File: src/hdl/code39_bar_width_decoder_core_macros.svh
// Assertion macros shared by the decoder RTL.
`ifndef CODE39_BAR_WIDTH_DECODER_CORE_MACROS_SVH
`define CODE39_BAR_WIDTH_DECODER_CORE_MACROS_SVH

// Check that cons holds in the same cycle as ante.
`define C39_ASSERT_IMPL(label, clk, rst_n, ante, cons, msg) \
  label: assert property (@(posedge clk) disable iff (!rst_n) (ante) |-> (cons)) \
    else $error(msg);

// Check that cons holds in the cycle after ante.
`define C39_ASSERT_NEXT(label, clk, rst_n, ante, cons, msg) \
  label: assert property (@(posedge clk) disable iff (!rst_n) (ante) |=> (cons)) \
    else $error(msg);

`endif

File: src/hdl/c39bwd_pkg.sv
// ----------------------------------------------------------------------------
// Code 39 bar-width decoder package
// Transaction types, element codes, reset values and the pattern table.
// ----------------------------------------------------------------------------
`default_nettype none

package c39bwd_pkg;

  localparam int unsigned WINDOW_LEN    = 10;
  localparam int unsigned PAT_LEN       = 16;
  localparam int unsigned TABLE_ENTRIES = 57;
  localparam int unsigned TBL_IDX_W     = $clog2(TABLE_ENTRIES);
  localparam int unsigned SYM_W         = 3;
  localparam int unsigned CHAR_W        = 7;
  localparam int unsigned DUR_W         = 16;
  localparam int unsigned CFG_W         = 16;

  localparam logic [CFG_W-1:0] THIN_LIMIT_RST = 16'd1500;
  localparam logic [CFG_W-1:0] WIDE_LIMIT_RST = 16'd5000;

  // Register indexes
  localparam logic CFG_THIN_LIMIT = 1'b0;
  localparam logic CFG_WIDE_LIMIT = 1'b1;

  // Element codes
  localparam logic [SYM_W-1:0] SYM_THIN_ONE  = 3'd0;
  localparam logic [SYM_W-1:0] SYM_WIDE_ONE  = 3'd1;
  localparam logic [SYM_W-1:0] SYM_THIN_ZERO = 3'd2;
  localparam logic [SYM_W-1:0] SYM_WIDE_ZERO = 3'd3;
  localparam logic [SYM_W-1:0] SYM_UNKNOWN   = 3'd4;
  localparam logic [SYM_W-1:0] SYM_EMPTY     = 3'd5;

  // Edge history codes
  localparam logic [1:0] PREV_NONE = 2'd0;
  localparam logic [1:0] PREV_RISE = 2'd1;
  localparam logic [1:0] PREV_FALL = 2'd2;

  typedef struct packed {
    logic             kind;
    logic [DUR_W-1:0] duration_ms;
  } in_data_t;

  typedef struct packed {
    logic [SYM_W-1:0]  symbol;
    logic              matched;
    logic [CHAR_W-1:0] character;
  } out_data_t;

  typedef struct packed {
    logic [CHAR_W-1:0]  ch;
    logic [PAT_LEN-1:0] pat;
  } pat_entry_t;

  function automatic pat_entry_t pat_table(input logic [TBL_IDX_W-1:0] idx);
    pat_entry_t e;
    case (idx)
      6'd0:  e = '{7'h2A, 16'b1000101110111010};
      6'd1:  e = '{7'h2A, 16'b1011101110100010};
      6'd2:  e = '{7'h41, 16'b1110101000101110};
      6'd3:  e = '{7'h41, 16'b1110100010101110};
      6'd4:  e = '{7'h42, 16'b1011101000101110};
      6'd5:  e = '{7'h42, 16'b1110100010111010};
      6'd6:  e = '{7'h43, 16'b1110111010001010};
      6'd7:  e = '{7'h43, 16'b1010001011101110};
      6'd8:  e = '{7'h44, 16'b1010111000101110};
      6'd9:  e = '{7'h44, 16'b1110100011101010};
      6'd10: e = '{7'h45, 16'b1110101110001010};
      6'd11: e = '{7'h45, 16'b1010001110101110};
      6'd12: e = '{7'h46, 16'b1011101110001010};
      6'd13: e = '{7'h46, 16'b1010001110111010};
      6'd14: e = '{7'h47, 16'b1010100011101110};
      6'd15: e = '{7'h47, 16'b1110111000101010};
      6'd16: e = '{7'h48, 16'b1110101000111010};
      6'd17: e = '{7'h48, 16'b1011100010101110};
      6'd18: e = '{7'h49, 16'b1011101000111010};
      6'd19: e = '{7'h49, 16'b1011100010111010};
      6'd20: e = '{7'h4A, 16'b1010111000111010};
      6'd21: e = '{7'h4A, 16'b1011100011101010};
      6'd22: e = '{7'h4B, 16'b1110101010001110};
      6'd23: e = '{7'h4B, 16'b1110001010101110};
      6'd24: e = '{7'h4C, 16'b1011101010001110};
      6'd25: e = '{7'h4C, 16'b1110001010111010};
      6'd26: e = '{7'h4D, 16'b1110111010100010};
      6'd27: e = '{7'h4D, 16'b1000101011101110};
      6'd28: e = '{7'h4E, 16'b1010111010001110};
      6'd29: e = '{7'h4E, 16'b1110001011101010};
      6'd30: e = '{7'h4F, 16'b1110101110100010};
      6'd31: e = '{7'h4F, 16'b1000101110101110};
      6'd32: e = '{7'h50, 16'b1011101110100010};
      6'd33: e = '{7'h50, 16'b1000101110111010};
      6'd34: e = '{7'h51, 16'b1010101110001110};
      6'd35: e = '{7'h51, 16'b1110001110101010};
      6'd36: e = '{7'h52, 16'b1110101011100010};
      6'd37: e = '{7'h52, 16'b1000111010101110};
      6'd38: e = '{7'h53, 16'b1011101011100010};
      6'd39: e = '{7'h53, 16'b1000111010111010};
      6'd40: e = '{7'h54, 16'b1010111011100010};
      6'd41: e = '{7'h54, 16'b1000111011101010};
      6'd42: e = '{7'h55, 16'b1110001010101110};
      6'd43: e = '{7'h55, 16'b1110101010001110};
      6'd44: e = '{7'h56, 16'b1000111010101110};
      6'd45: e = '{7'h56, 16'b1110101011100010};
      6'd46: e = '{7'h57, 16'b1110001110101010};
      6'd47: e = '{7'h57, 16'b1010101110001110};
      6'd48: e = '{7'h58, 16'b1000101110101110};
      6'd49: e = '{7'h58, 16'b1110101110100010};
      6'd50: e = '{7'h59, 16'b1110001011101010};
      6'd51: e = '{7'h59, 16'b1010111010001110};
      6'd52: e = '{7'h5A, 16'b1000111011101010};
      6'd53: e = '{7'h5A, 16'b1010111011100010};
      6'd54: e = '{7'h2D, 16'b1000101011101110};
      6'd55: e = '{7'h2E, 16'b1110001010111010};
      6'd56: e = '{7'h20, 16'b1000111010111010};
      default: e = '{7'h00, 16'b0000000000000000};
    endcase
    return e;
  endfunction

endpackage

`default_nettype wire

File: src/hdl/code39_bar_width_decoder_core.sv
// ----------------------------------------------------------------------------
// Code 39 bar-width decoder core
// Classes durations as thin, wide or unknown elements, keeps a sliding window
// of elements and looks the window up in the Code 39 pattern table.
// ----------------------------------------------------------------------------
// Usage:
//   Input channel (in_valid_i / in_stall_o / in_data_i) takes one edge
//   transaction: edge kind and the duration of the bar that just ended.
//   Output channel (out_valid_o / out_stall_i / out_data_o) returns at most
//   one transaction per input: element symbol, match flag and character.
//   A repeated edge, or a fall with an empty element count, is accepted
//   and returns nothing.
//   Otherwise the sequencer walks the 10-element window one element per
//   cycle, checks the string length and unknown elements, then, if both
//   pass, compares one pattern table entry per cycle (up to 57 entries,
//   stopping at the first match), and loads the output register once it
//   is free. There is a single table comparator.
//   in_stall_o is high while a transaction is in work.
//   If the receiver stalls, the result waits in the output register and
//   the next transaction may run; its result waits until the register frees.
//   Reset clears the window to empty, the count to zero, the edge history
//   to none and the limits to 1500 and 5000. Write cfg_* only when idle.
// ----------------------------------------------------------------------------
`default_nettype none

`include "code39_bar_width_decoder_core_macros.svh"

module code39_bar_width_decoder_core #(
  parameter int unsigned WindowLen = c39bwd_pkg::WINDOW_LEN
) (
  input  wire logic                         clk_i,
  input  wire logic                         rst_ni,
  input  wire logic                         cfg_we_i,
  input  wire logic                         cfg_index_i,
  input  wire logic [c39bwd_pkg::CFG_W-1:0] cfg_data_i,
  input  wire logic                         in_valid_i,
  output logic                              in_stall_o,
  input  wire c39bwd_pkg::in_data_t         in_data_i,
  output logic                              out_valid_o,
  input  wire logic                         out_stall_i,
  output c39bwd_pkg::out_data_t             out_data_o
);

  localparam int unsigned IdxW   = $clog2(WindowLen);
  localparam int unsigned CntW   = $clog2(WindowLen + 1);
  localparam int unsigned LenW   = $clog2(3 * WindowLen + 1);
  localparam int unsigned PatLen = c39bwd_pkg::PAT_LEN;
  localparam int unsigned SymW   = c39bwd_pkg::SYM_W;
  localparam int unsigned CharW  = c39bwd_pkg::CHAR_W;
  localparam int unsigned TblW   = c39bwd_pkg::TBL_IDX_W;

  typedef enum logic [2:0] {
    ST_IDLE,
    ST_BUILD,
    ST_CHECK,
    ST_SEARCH,
    ST_FINISH
  } state_e;

  state_e                          state_q, state_d;
  logic [c39bwd_pkg::CFG_W-1:0]    thin_q, thin_d;
  logic [c39bwd_pkg::CFG_W-1:0]    wide_q, wide_d;
  logic [SymW-1:0]                 win_q [WindowLen];
  logic [SymW-1:0]                 win_d [WindowLen];
  logic [CntW-1:0]                 cnt_q, cnt_d;
  logic [1:0]                      prev_q, prev_d;
  logic [SymW-1:0]                 sym_q, sym_d;
  logic [IdxW-1:0]                 idx_q, idx_d;
  logic [PatLen-1:0]               text_q, text_d;
  logic [LenW-1:0]                 len_q, len_d;
  logic                            unk_q, unk_d;
  logic [TblW-1:0]                 tidx_q, tidx_d;
  logic [CharW-1:0]                ch_q, ch_d;
  logic                            out_valid_q, out_valid_d;
  c39bwd_pkg::out_data_t           out_data_q, out_data_d;

  logic                            in_fire;
  logic [1:0]                      edge_in;
  logic [SymW-1:0]                 cls;
  logic [SymW-1:0]                 elem;
  c39bwd_pkg::pat_entry_t          ent;

  assign in_stall_o  = (state_q != ST_IDLE);
  assign in_fire     = in_valid_i && !in_stall_o;
  assign out_valid_o = out_valid_q;
  assign out_data_o  = out_data_q;

  assign edge_in = in_data_i.kind ? c39bwd_pkg::PREV_FALL : c39bwd_pkg::PREV_RISE;
  assign elem    = win_q[idx_q];
  assign ent     = c39bwd_pkg::pat_table(tidx_q);

  always_comb begin
    if ((in_data_i.duration_ms > thin_q) && (in_data_i.duration_ms < wide_q)) begin
      cls = in_data_i.kind ? c39bwd_pkg::SYM_WIDE_ONE : c39bwd_pkg::SYM_WIDE_ZERO;
    end else if (in_data_i.duration_ms < thin_q) begin
      cls = in_data_i.kind ? c39bwd_pkg::SYM_THIN_ONE : c39bwd_pkg::SYM_THIN_ZERO;
    end else begin
      cls = c39bwd_pkg::SYM_UNKNOWN;
    end
  end

  always_comb begin
    state_d     = state_q;
    thin_d      = thin_q;
    wide_d      = wide_q;
    win_d       = win_q;
    cnt_d       = cnt_q;
    prev_d      = prev_q;
    sym_d       = sym_q;
    idx_d       = idx_q;
    text_d      = text_q;
    len_d       = len_q;
    unk_d       = unk_q;
    tidx_d      = tidx_q;
    ch_d        = ch_q;
    out_valid_d = out_valid_q;
    out_data_d  = out_data_q;

    if (cfg_we_i) begin
      case (cfg_index_i)
        c39bwd_pkg::CFG_THIN_LIMIT: thin_d = cfg_data_i;
        c39bwd_pkg::CFG_WIDE_LIMIT: wide_d = cfg_data_i;
        default: ;
      endcase
    end

    if (out_valid_q && !out_stall_i) begin
      out_valid_d = 1'b0;
    end

    case (state_q)
      ST_IDLE: begin
        if (in_fire && (edge_in != prev_q)) begin
          prev_d = edge_in;
          if (!(in_data_i.kind && (cnt_q == '0)) &&
              !(!in_data_i.kind && (cnt_q >= CntW'(WindowLen)))) begin
            sym_d = cls;
            for (int i = 0; i < WindowLen - 1; i++) begin
              win_d[i] = win_q[i+1];
            end
            win_d[WindowLen-1] = cls;
            cnt_d   = cnt_q + CntW'(1);
            idx_d   = '0;
            text_d  = '0;
            len_d   = '0;
            unk_d   = 1'b0;
            state_d = ST_BUILD;
          end
        end
      end
      ST_BUILD: begin
        case (elem)
          c39bwd_pkg::SYM_THIN_ONE: begin
            text_d = {text_q[PatLen-2:0], 1'b1};
            len_d  = len_q + LenW'(1);
          end
          c39bwd_pkg::SYM_WIDE_ONE: begin
            text_d = {text_q[PatLen-4:0], 3'b111};
            len_d  = len_q + LenW'(3);
          end
          c39bwd_pkg::SYM_THIN_ZERO: begin
            text_d = {text_q[PatLen-2:0], 1'b0};
            len_d  = len_q + LenW'(1);
          end
          c39bwd_pkg::SYM_WIDE_ZERO: begin
            text_d = {text_q[PatLen-4:0], 3'b000};
            len_d  = len_q + LenW'(3);
          end
          c39bwd_pkg::SYM_UNKNOWN: begin
            text_d = {text_q[PatLen-2:0], 1'b0};
            len_d  = len_q + LenW'(1);
            unk_d  = 1'b1;
          end
          default: ;
        endcase
        if (idx_q == IdxW'(WindowLen - 1)) begin
          state_d = ST_CHECK;
        end else begin
          idx_d = idx_q + IdxW'(1);
        end
      end
      ST_CHECK: begin
        tidx_d = '0;
        ch_d   = '0;
        if ((len_q == LenW'(PatLen)) && !unk_q) begin
          state_d = ST_SEARCH;
        end else begin
          state_d = ST_FINISH;
        end
      end
      ST_SEARCH: begin
        if (ent.pat == text_q) begin
          ch_d    = ent.ch;
          state_d = ST_FINISH;
        end else if (tidx_q == TblW'(c39bwd_pkg::TABLE_ENTRIES - 1)) begin
          state_d = ST_FINISH;
        end else begin
          tidx_d = tidx_q + TblW'(1);
        end
      end
      ST_FINISH: begin
        if (!out_valid_q || !out_stall_i) begin
          out_valid_d          = 1'b1;
          out_data_d.symbol    = sym_q;
          out_data_d.matched   = (ch_q != '0);
          out_data_d.character = ch_q;
          if ((ch_q != '0) || (cnt_q >= CntW'(WindowLen))) begin
            cnt_d = '0;
          end
          state_d = ST_IDLE;
        end
      end
      default: begin
        state_d = ST_IDLE;
      end
    endcase
  end

  always_ff @(posedge clk_i or negedge rst_ni) begin
    if (!rst_ni) begin
      state_q     <= ST_IDLE;
      thin_q      <= c39bwd_pkg::THIN_LIMIT_RST;
      wide_q      <= c39bwd_pkg::WIDE_LIMIT_RST;
      for (int i = 0; i < WindowLen; i++) begin
        win_q[i] <= c39bwd_pkg::SYM_EMPTY;
      end
      cnt_q       <= '0;
      prev_q      <= c39bwd_pkg::PREV_NONE;
      idx_q       <= '0;
      len_q       <= '0;
      unk_q       <= 1'b0;
      tidx_q      <= '0;
      ch_q        <= '0;
      out_valid_q <= 1'b0;
    end else begin
      state_q     <= state_d;
      thin_q      <= thin_d;
      wide_q      <= wide_d;
      win_q       <= win_d;
      cnt_q       <= cnt_d;
      prev_q      <= prev_d;
      idx_q       <= idx_d;
      len_q       <= len_d;
      unk_q       <= unk_d;
      tidx_q      <= tidx_d;
      ch_q        <= ch_d;
      out_valid_q <= out_valid_d;
    end
  end

  always_ff @(posedge clk_i) begin
    sym_q      <= sym_d;
    text_q     <= text_d;
    out_data_q <= out_data_d;
  end

  `C39_ASSERT_IMPL(a_match_has_char, clk_i, rst_ni, out_valid_q && out_data_q.matched, out_data_q.character != '0, "matched result without character")
  `C39_ASSERT_IMPL(a_search_len_ok, clk_i, rst_ni, state_q == ST_SEARCH, (len_q == LenW'(PatLen)) && !unk_q, "table search on a string that cannot match")
  `C39_ASSERT_IMPL(a_idle_count_range, clk_i, rst_ni, state_q == ST_IDLE, cnt_q < CntW'(WindowLen), "element count out of range while idle")
  `C39_ASSERT_NEXT(a_finish_loads, clk_i, rst_ni, (state_q == ST_FINISH) && (!out_valid_q || !out_stall_i), out_valid_q && (state_q == ST_IDLE), "result not loaded at finish")

endmodule

`default_nettype wire
File: config.mk
export PLATFORM = sky130hd
export DESIGN_NAME = code39_bar_width_decoder_core
export DESIGN_NICKNAME = d
export VERILOG_FILES = /design/src/hdl/c39bwd_pkg.sv /design/src/hdl/code39_bar_width_decoder_core.sv
export VERILOG_INCLUDE_DIRS = /design/src /design/src/hdl
export SDC_FILE = /design/constraint.sdc
export NUM_CORES = 1
export LEC_CHECK = 0
export ABC_AREA = 1
export CORE_ASPECT_RATIO = 0.6
export CORE_MARGIN = 8
export CORE_UTILIZATION = 48
export DETAILED_ROUTE_END_ITERATION = 8
export DONT_BUFFER_PORTS = 1
export HOLD_SLACK_MARGIN = 0.03
export PLACE_DENSITY_LB_ADDON = 0.12
export SYNTH_ARGS = -nofsm -noshare
export SYNTH_HDL_FRONTEND = slang
export SYNTH_SLANG_ARGS = --single-unit
File: constraint.sdc
create_clock -name clk_i -period 2.8 [get_ports clk_i]
set_clock_uncertainty 0.2 [all_clocks]
set_input_delay 0.56 -clock clk_i [delete_from_list [all_inputs] [get_ports clk_i]]
set_output_delay 0.56 -clock clk_i [all_outputs]
set_load 0.01 [all_outputs]
==> results.yml, run 1 <==
cells_and_area:
  fin_cells: 1284
  mostFrequentLayoutCells: "nand2_1, inv_1, o21ai_0, nand3_1, a21oi_1"
  synthToLayoutAreaGrowth_pct: 14.2
  layout-drive-gt1-share_pct: 14.1
  final_common_cell: "nand2_1"
  n_fill_cell: 1512
  nNetsFinal: 1152
  diodes: 0
cts:
  clock_latency_ns: 0.40
  root_buffer: "clkbuf_16"
  clkTransAtPathRegs_ns: 0.06
  clk_path_buf_depth: 2
  htree_levels: 4
  cts_tree: "yes"
  cts_sinks: 125
  numCtsBuffers: 17
yosys:
  synth_seq_area_share_pct: 42.2
  async_reset_ff_share_pct: 76.0
  synth_edf_count: 30
  syn_inst: 1036
  synth_area_mm2: 0.00787
  synth_seq_cells: 125
  syn_nets: 1126
  syn_area_per_cell_um2: 7.59
  synth.distinct_cells: 45
  synth_warnings: 0
  ys.flop_type: "dfrtp_1"
die:
  initial_core_util_pct: 48.8
  chipHeight_um: 115
  die_area_mm2: 0.0209
  die_w_um: 181
  core_area_mm2: 0.0161
  rows: 36
  num_io_pins: 52
sta:
  setup_viol: 0
  hold_ws_ns: -0.350
  maxSlewViolCount: 0
  rsz0062_at_grt: "yes"
  max_freq_ghz: 0.369
  relSlewSlack_pct: 36.2
  period_share_pct: 96.8
  min_period_ns: 2.71
  worst_pin_slew_ns: 0.955
  fin_tns_setup_ns: 0
  hold_viol: 95
routing:
  num_vias: 6926
  drt-initial-drc-count: 907
  wire_per_inst_um: 16.4
  via_per_inst: 5.39
  drc: 0
  drtPass1Iterations: 6
  drt_wl_total_mm: 21.0
  ant_nets: 0
power:
  power.density_mw_per_mm2: 922
  pwr-share-seq_pct: 36.9
  p_sw_uw: 3190
  p_clk_share_pct: 27.0
  leakagePower_uw: 0.00428
  p_int_uw: 5090
  pwr-share-comb_pct: 36.1
  power_switching_share_pct: 38.5
  ir_worst_vdd_mv: 0.529
grt:
  grt_antenna_before_repair: 0
  grt_max_degree: 96
  grt_pass1_vias: 6131
  grt_overflow: 0
  grt_usage_pct: 20.0
  grt_pass1_wl_mm: 33.2
placed_design:
  dp_cells: 1250
  place_congestion: 0.948
  hpwl_mm: 15.4
  io_buffer_count: 0
worst_setup_path:
  cp_common_cell: "nand2_1"
  critPathSlowestCell: "dfrtp_1"
  cp_cell_sequence: "inv_2 > buf_4 > ha_2 > nand2_1 > nand3_1 > nand3_1 > nand2_1 > nand2_1 > nand2_1 > nand2_1 > nor2_1 > nand3_2 > nor2_4 > nand2_4 > nand3b_1 > nand2_1"
  end_kind: "register"
  crit_arrival_ns: 2.80
  r2r-start: "tidx_q[1]$_DFFE_PN0P_"
  cp-start-kind: "register"
  cp_top_family: "simple AND/OR/NAND/NOR gates"
  critPathKind: "reg -> reg"
  cp_num_buf_inv: 2
  max_stage_delay_ns: 0.42
  crit_start: "tidx_q[1]$_DFFE_PN0P_"
  required_ns: 2.89
  worstPathMaxFanout: 8
hold_path:
  min_path_type: "in -> async"
run_status:
  violations: "negative hold slack"
  status: "finished with violations"
run:
  cap_violations: 0
## layout make-up
type | count | area, um2 | area share (%)
clock inverters | 7 | 71.3 | 0.794
flip-flops and latches | 125 | 3320 | 37.0
repair buffers | 43 | 360 | 4.01
well taps | 209 | 262 | 2.91
clock buffers | 25 | 539 | 6.01
inverters | 134 | 508 | 5.66
multi-input cells | 741 | 3920 | 43.6
## final timing paths
kind                       cells past startpoint  slack [ns]                      end
max                                           16        0.09    tidx_q[2]$_DFFE_PN0P_
min                                            0       -0.35    win_q[10]$_DFFE_PN0P_
max reg2reg                                   16        0.09    tidx_q[2]$_DFFE_PN0P_
min reg2reg                                    0        0.22  out_data_o[9]$_DFFE_PP_
max in group asynchronous                      0        2.49    thin_q[2]$_DFFE_PN1P_
min in group clk_i                             2        0.09    wide_q[9]$_DFFE_PN1P_
## flip-flops by register name, indices dropped and copies added, names as in the netlist
| name | count |
|---|---|
| ch_q | 7 |
| cnt_q | 4 |
| idx_q | 4 |
| len_q | 5 |
| out_data_o | 11 |
| out_valid_o | 1 |
| prev_q | 2 |
| state_q | 3 |
| sym_q | 3 |
| text_q | 16 |
| thin_q | 16 |
| tidx_q | 6 |
| unk_q | 1 |
| wide_q | 16 |
| win_q | 30 |
## worst reg2reg max path, delay by kind of cell (launching register included)
kind	cells	cell delay, ns
adders and majority gates	1	0.25
DFF	1	0.42
and+or+nand+nor	13	1.45
buffers and inverters	2	0.26
## stage by stage
stage	cell area, um2	util, %	setup slack [ns]	total power (uW)
floorplan	7870	-	0.187	5080
global placement	8240	51.1	-0.00404	5930
detailed placement	8240	51.1	-0.000645	5950
CTS	8860	54.9	0.0454	8230
global route	8980	55.7	-0.0705	8890
finish	8980	55.7	0.0907	8280
## routing by layer
layer | GRT usage [%] | vias up | wire (um)
li1 | - | 3464 | -
met2 | 24.3 | 304 | 7610
met4 | 4.79 | 0 | 150
met1 | 31.7 | 3147 | 10900
met3 | 7.23 | 11 | 2360
met5 | 0 | - | 0
## cell families after synthesis
| family | count (synthesis) | synth area share, % |
|---|---|---|
| buffers and inverters | 171 | 9.45 |
| adders and majority gates | 51 | 8.21 |
| xor gates and xnor gates | 4 | 0.445 |
| DFF | 125 | 42.2 |
| AOI/OAI and AO/OA | 199 | 13.4 |
| and+or+nand+nor | 486 | 26.3 |
## Yosys cell counts (3+ instances only)
| master | n | area [um2] |
|---|---|---|
| nand2_1 | 296 | 1110 |
| inv_1 | 128 | 480 |
| ha_1 | 50 | 626 |
| xor2_1 | 4 | 35.0 |
| buf_1 | 3 | 11.3 |
| buf_4 | 3 | 22.5 |
| nand3_1 | 94 | 470 |
| nor2_4 | 3 | 33.8 |
| nor4_1 | 3 | 18.8 |
| edfxtp_1 | 30 | 901 |
| inv_2 | 4 | 15.0 |
| o211ai_1 | 7 | 52.6 |
| buf_6 | 8 | 90.1 |
| nand4_1 | 11 | 68.8 |
| nand2_2 | 6 | 37.5 |
| nor3_1 | 9 | 45.0 |
| a21oi_1 | 63 | 315 |
| dfstp_2 | 32 | 841 |
| nor2_1 | 54 | 203 |
| o21ai_0 | 110 | 551 |
| buf_2 | 6 | 30.0 |
| dfrtp_1 | 63 | 1580 |
| a211oi_1 | 5 | 37.5 |
| clkbuf_1 | 15 | 56.3 |
## power groups by stage
stage | clock [uW] | combinational (uW) | sequential, uW
after floorplan | 0 | 2160 | 2920
after global placement | 0 | 2870 | 3060
after detailed placement | 0 | 2880 | 3060
after CTS | 2280 | 2900 | 3040
after global routing | 2360 | 3410 | 3120
final | 2240 | 2990 | 3060
## timing repair
item	CTS	global route
endpoints found under the hold margin	95	95
cloned	0	1
pin swaps	0	6
setup buffers	0	1
endpoints found under the setup margin	9	22
resized for setup	1	34
(Power assumes the default switching activity.)
==> run 2, diff against run 1 <==
- GPL_TIMING_DRIVEN: unset -> 0
==> run 2 against run 1 <==
The flow finishes with violations (negative hold slack, negative setup slack). Worst hold slack worse by 0.021 ns. Die area is the same. Register-to-register slack worse by 0.12 ns. Critical endpoint is now tidx_q[3]$_DFFE_PN0P_. Maximum frequency down 4.3%.
==> results.yml, run 2 (synthesized netlist as in run 1, its figures left out) <==
run_status:
  status: "finished with violations"
  violations: "negative hold slack, negative setup slack"
cells_and_area:
  synthToLayoutAreaGrowth_pct: 20.8
  layout-drive-gt1-share_pct: 19.3
  n_fill_cell: 1473
  fin_util_pct: 58.9
  diodes: 0
  nNetsFinal: 1178
  mostFrequentLayoutCells: "nand2_1, inv_1, o21ai_0, nand3_1"
  final_common_cell: "nand2_1"
  largest_register_ffs: 30
  top_register: "win_q"
run:
  cap_violations: 0
cts:
  cts_sinks: 125
  numCtsBuffers: 17
  clk_path_buf_depth: 2
  clock_latency_ns: 0.43
  cts_tree: "yes"
  root_buffer: "clkbuf_16"
  htree_levels: 4
  clkTransAtPathRegs_ns: 0.06
routing:
  num_vias: 7298
  drt_wl_total_mm: 23.4
  via_per_inst: 5.57
  ant_nets: 0
  drc: 0
  wire_per_inst_um: 17.9
  drt-initial-drc-count: 1039
  drtPass1Iterations: 6
die:
  die_area_mm2: 0.0209
  chipHeight_um: 115
  rows: 36
  die_w_um: 181
  initial_core_util_pct: 48.8
  core_area_mm2: 0.0161
  num_io_pins: 52
sta:
  layout_setup_ws_ns: -0.0314
  fin_tns_setup_ns: -0.104
  hold_ws_ns: -0.371
  hold_viol: 95
  max_freq_ghz: 0.353
  min_period_ns: 2.83
  relSlewSlack_pct: 42.2
  period_share_pct: 101
  setup_viol: 6
  rsz0062_at_grt: "yes"
  maxSlewViolCount: 0
  worst_pin_slew_ns: 0.867
power:
  ir_worst_vdd_mv: 0.594
  power.density_mw_per_mm2: 966
  leakagePower_uw: 0.00444
worst_setup_path:
  critPathKind: "reg -> reg"
  r2r_end: "tidx_q[3]$_DFFE_PN0P_"
  rrSetupSlack_ns: -0.03
  max_stage_delay_ns: 0.44
  end_kind: "register"
  crit_arrival_ns: 2.94
  required_ns: 2.91
  cp_cell_sequence: "clkinvlp_4 > buf_8 > ha_4 > inv_1 > nand2_1 > o21ai_0 > o211ai_1 > nand2_1 > nand2_1 > nand2_1 > nor2_2 > nand2_2 > nor2_4 > nand2_4 > buf_6 > nand3_2 > nand2_1"
  critPathSlowestCell: "dfrtp_2"
  worstPathMaxFanout: 7
  reg2regPathDepth: 17
  r2r-start: "tidx_q[1]$_DFFE_PN0P_"
  cp_common_cell: "nand2_1"
  cp-start-kind: "register"
grt:
  busiest_layer: "met1"
  use_met2_pct: 28.7
  grt_max_degree: 96
  grt_usage_pct: 22.3
  grt_pass1_wl_mm: 36.3
  grt_antenna_before_repair: 0
  grt_use_met1_pct: 34.3
  grt_pass1_vias: 6500
  grt_overflow: 0
  met3_usage_pct: 7.04
placed_design:
  pre_cts_ws_ns: -0.657
  place_congestion: 0.988
  io_buffer_count: 0
  hpwl_mm: 16.3
hold_path:
  min_path_type: "in -> async"
==> run 2: per-layer routing <==
metal | up-vias | routed length [um]
met4 | 0 | 305
met1 | 3421 | 11900
met2 | 325 | 8950
met5 | - | 0
met3 | 33 | 2310
li1 | 3519 | -
==> run 2: area by class of cell <==
class / count / area (um2) / share of cell area (%)
multi-input combinational: 741 / 4180 / 44.0
tap: 209 / 262 / 2.75
buffer: 37 / 251 / 2.65
clock inverter: 13 / 194 / 2.04
clock buffer: 19 / 443 / 4.66
timing repair buffer: 32 / 329 / 3.46
inverter: 134 / 524 / 5.52
sequential: 125 / 3320 / 35.0
==> run 2: how the worst max path moves through the flow <==
stage | end | startpoint | cells past startpoint | slack, ns
final | tidx_q[3]$_DFFE_PN0P_ | tidx_q[1]$_DFFE_PN0P_ | 17 | -0.03
after global routing | tidx_q[0]$_DFFE_PN0P_ | tidx_q[1]$_DFFE_PN0P_ | 18 | -0.09
after CTS | text_q[10]$_SDFFCE_PN0P_ | state_q[2]$_DFFE_PN0P_ | 9 | 0.007
after detailed placement | tidx_q[5]$_DFFE_PN0P_ | tidx_q[1]$_DFFE_PN0P_ | 16 | -0.66
after global placement | tidx_q[5]$_DFFE_PN0P_ | tidx_q[1]$_DFFE_PN0P_ | 13 | -0.67
after floorplan | len_q[0]$_DFFE_PN0P_ | idx_q[0]$_DFFE_PN0P_ | 13 | 0.19
==> run 2: stage by stage <==
step,total power [uW],cell area (um2),cells
floorplan,5080,7870,1036
CTS,8540,8950,1288
finish,9180,9500,1310
global placement,5840,8130,1245
detailed placement,5900,8130,1245
global route,9780,9500,1310
==> run 2: what timing repair did <==
item,CTS,global route
gates cloned,2,3
resized for setup,29,95
setup buffers,9,19
endpoints found under the setup margin,37,74
pin swaps,3,45
hold endpoints to repair,95,95
==> run 2: worst max-delay path: cells and delay by family (launching register included) <==
family          cells  cell delay (ns)
flops               1             0.44
simple gates       10             0.85
fa+ha+maj           1             0.17
compound gates      2             0.50
buf+inv             4             0.54
==> run 2: where the power goes <==
group | switching [uW] | leakage [uW] | total, uW | internal, uW
registers | 393 | 0.00143 | 3020 | 2630
clock network | 849 | 0.000310 | 2440 | 1590
logic | 2300 | 0.00270 | 3710 | 1420
total | 3540 | 0.00444 | 9180 | 5640
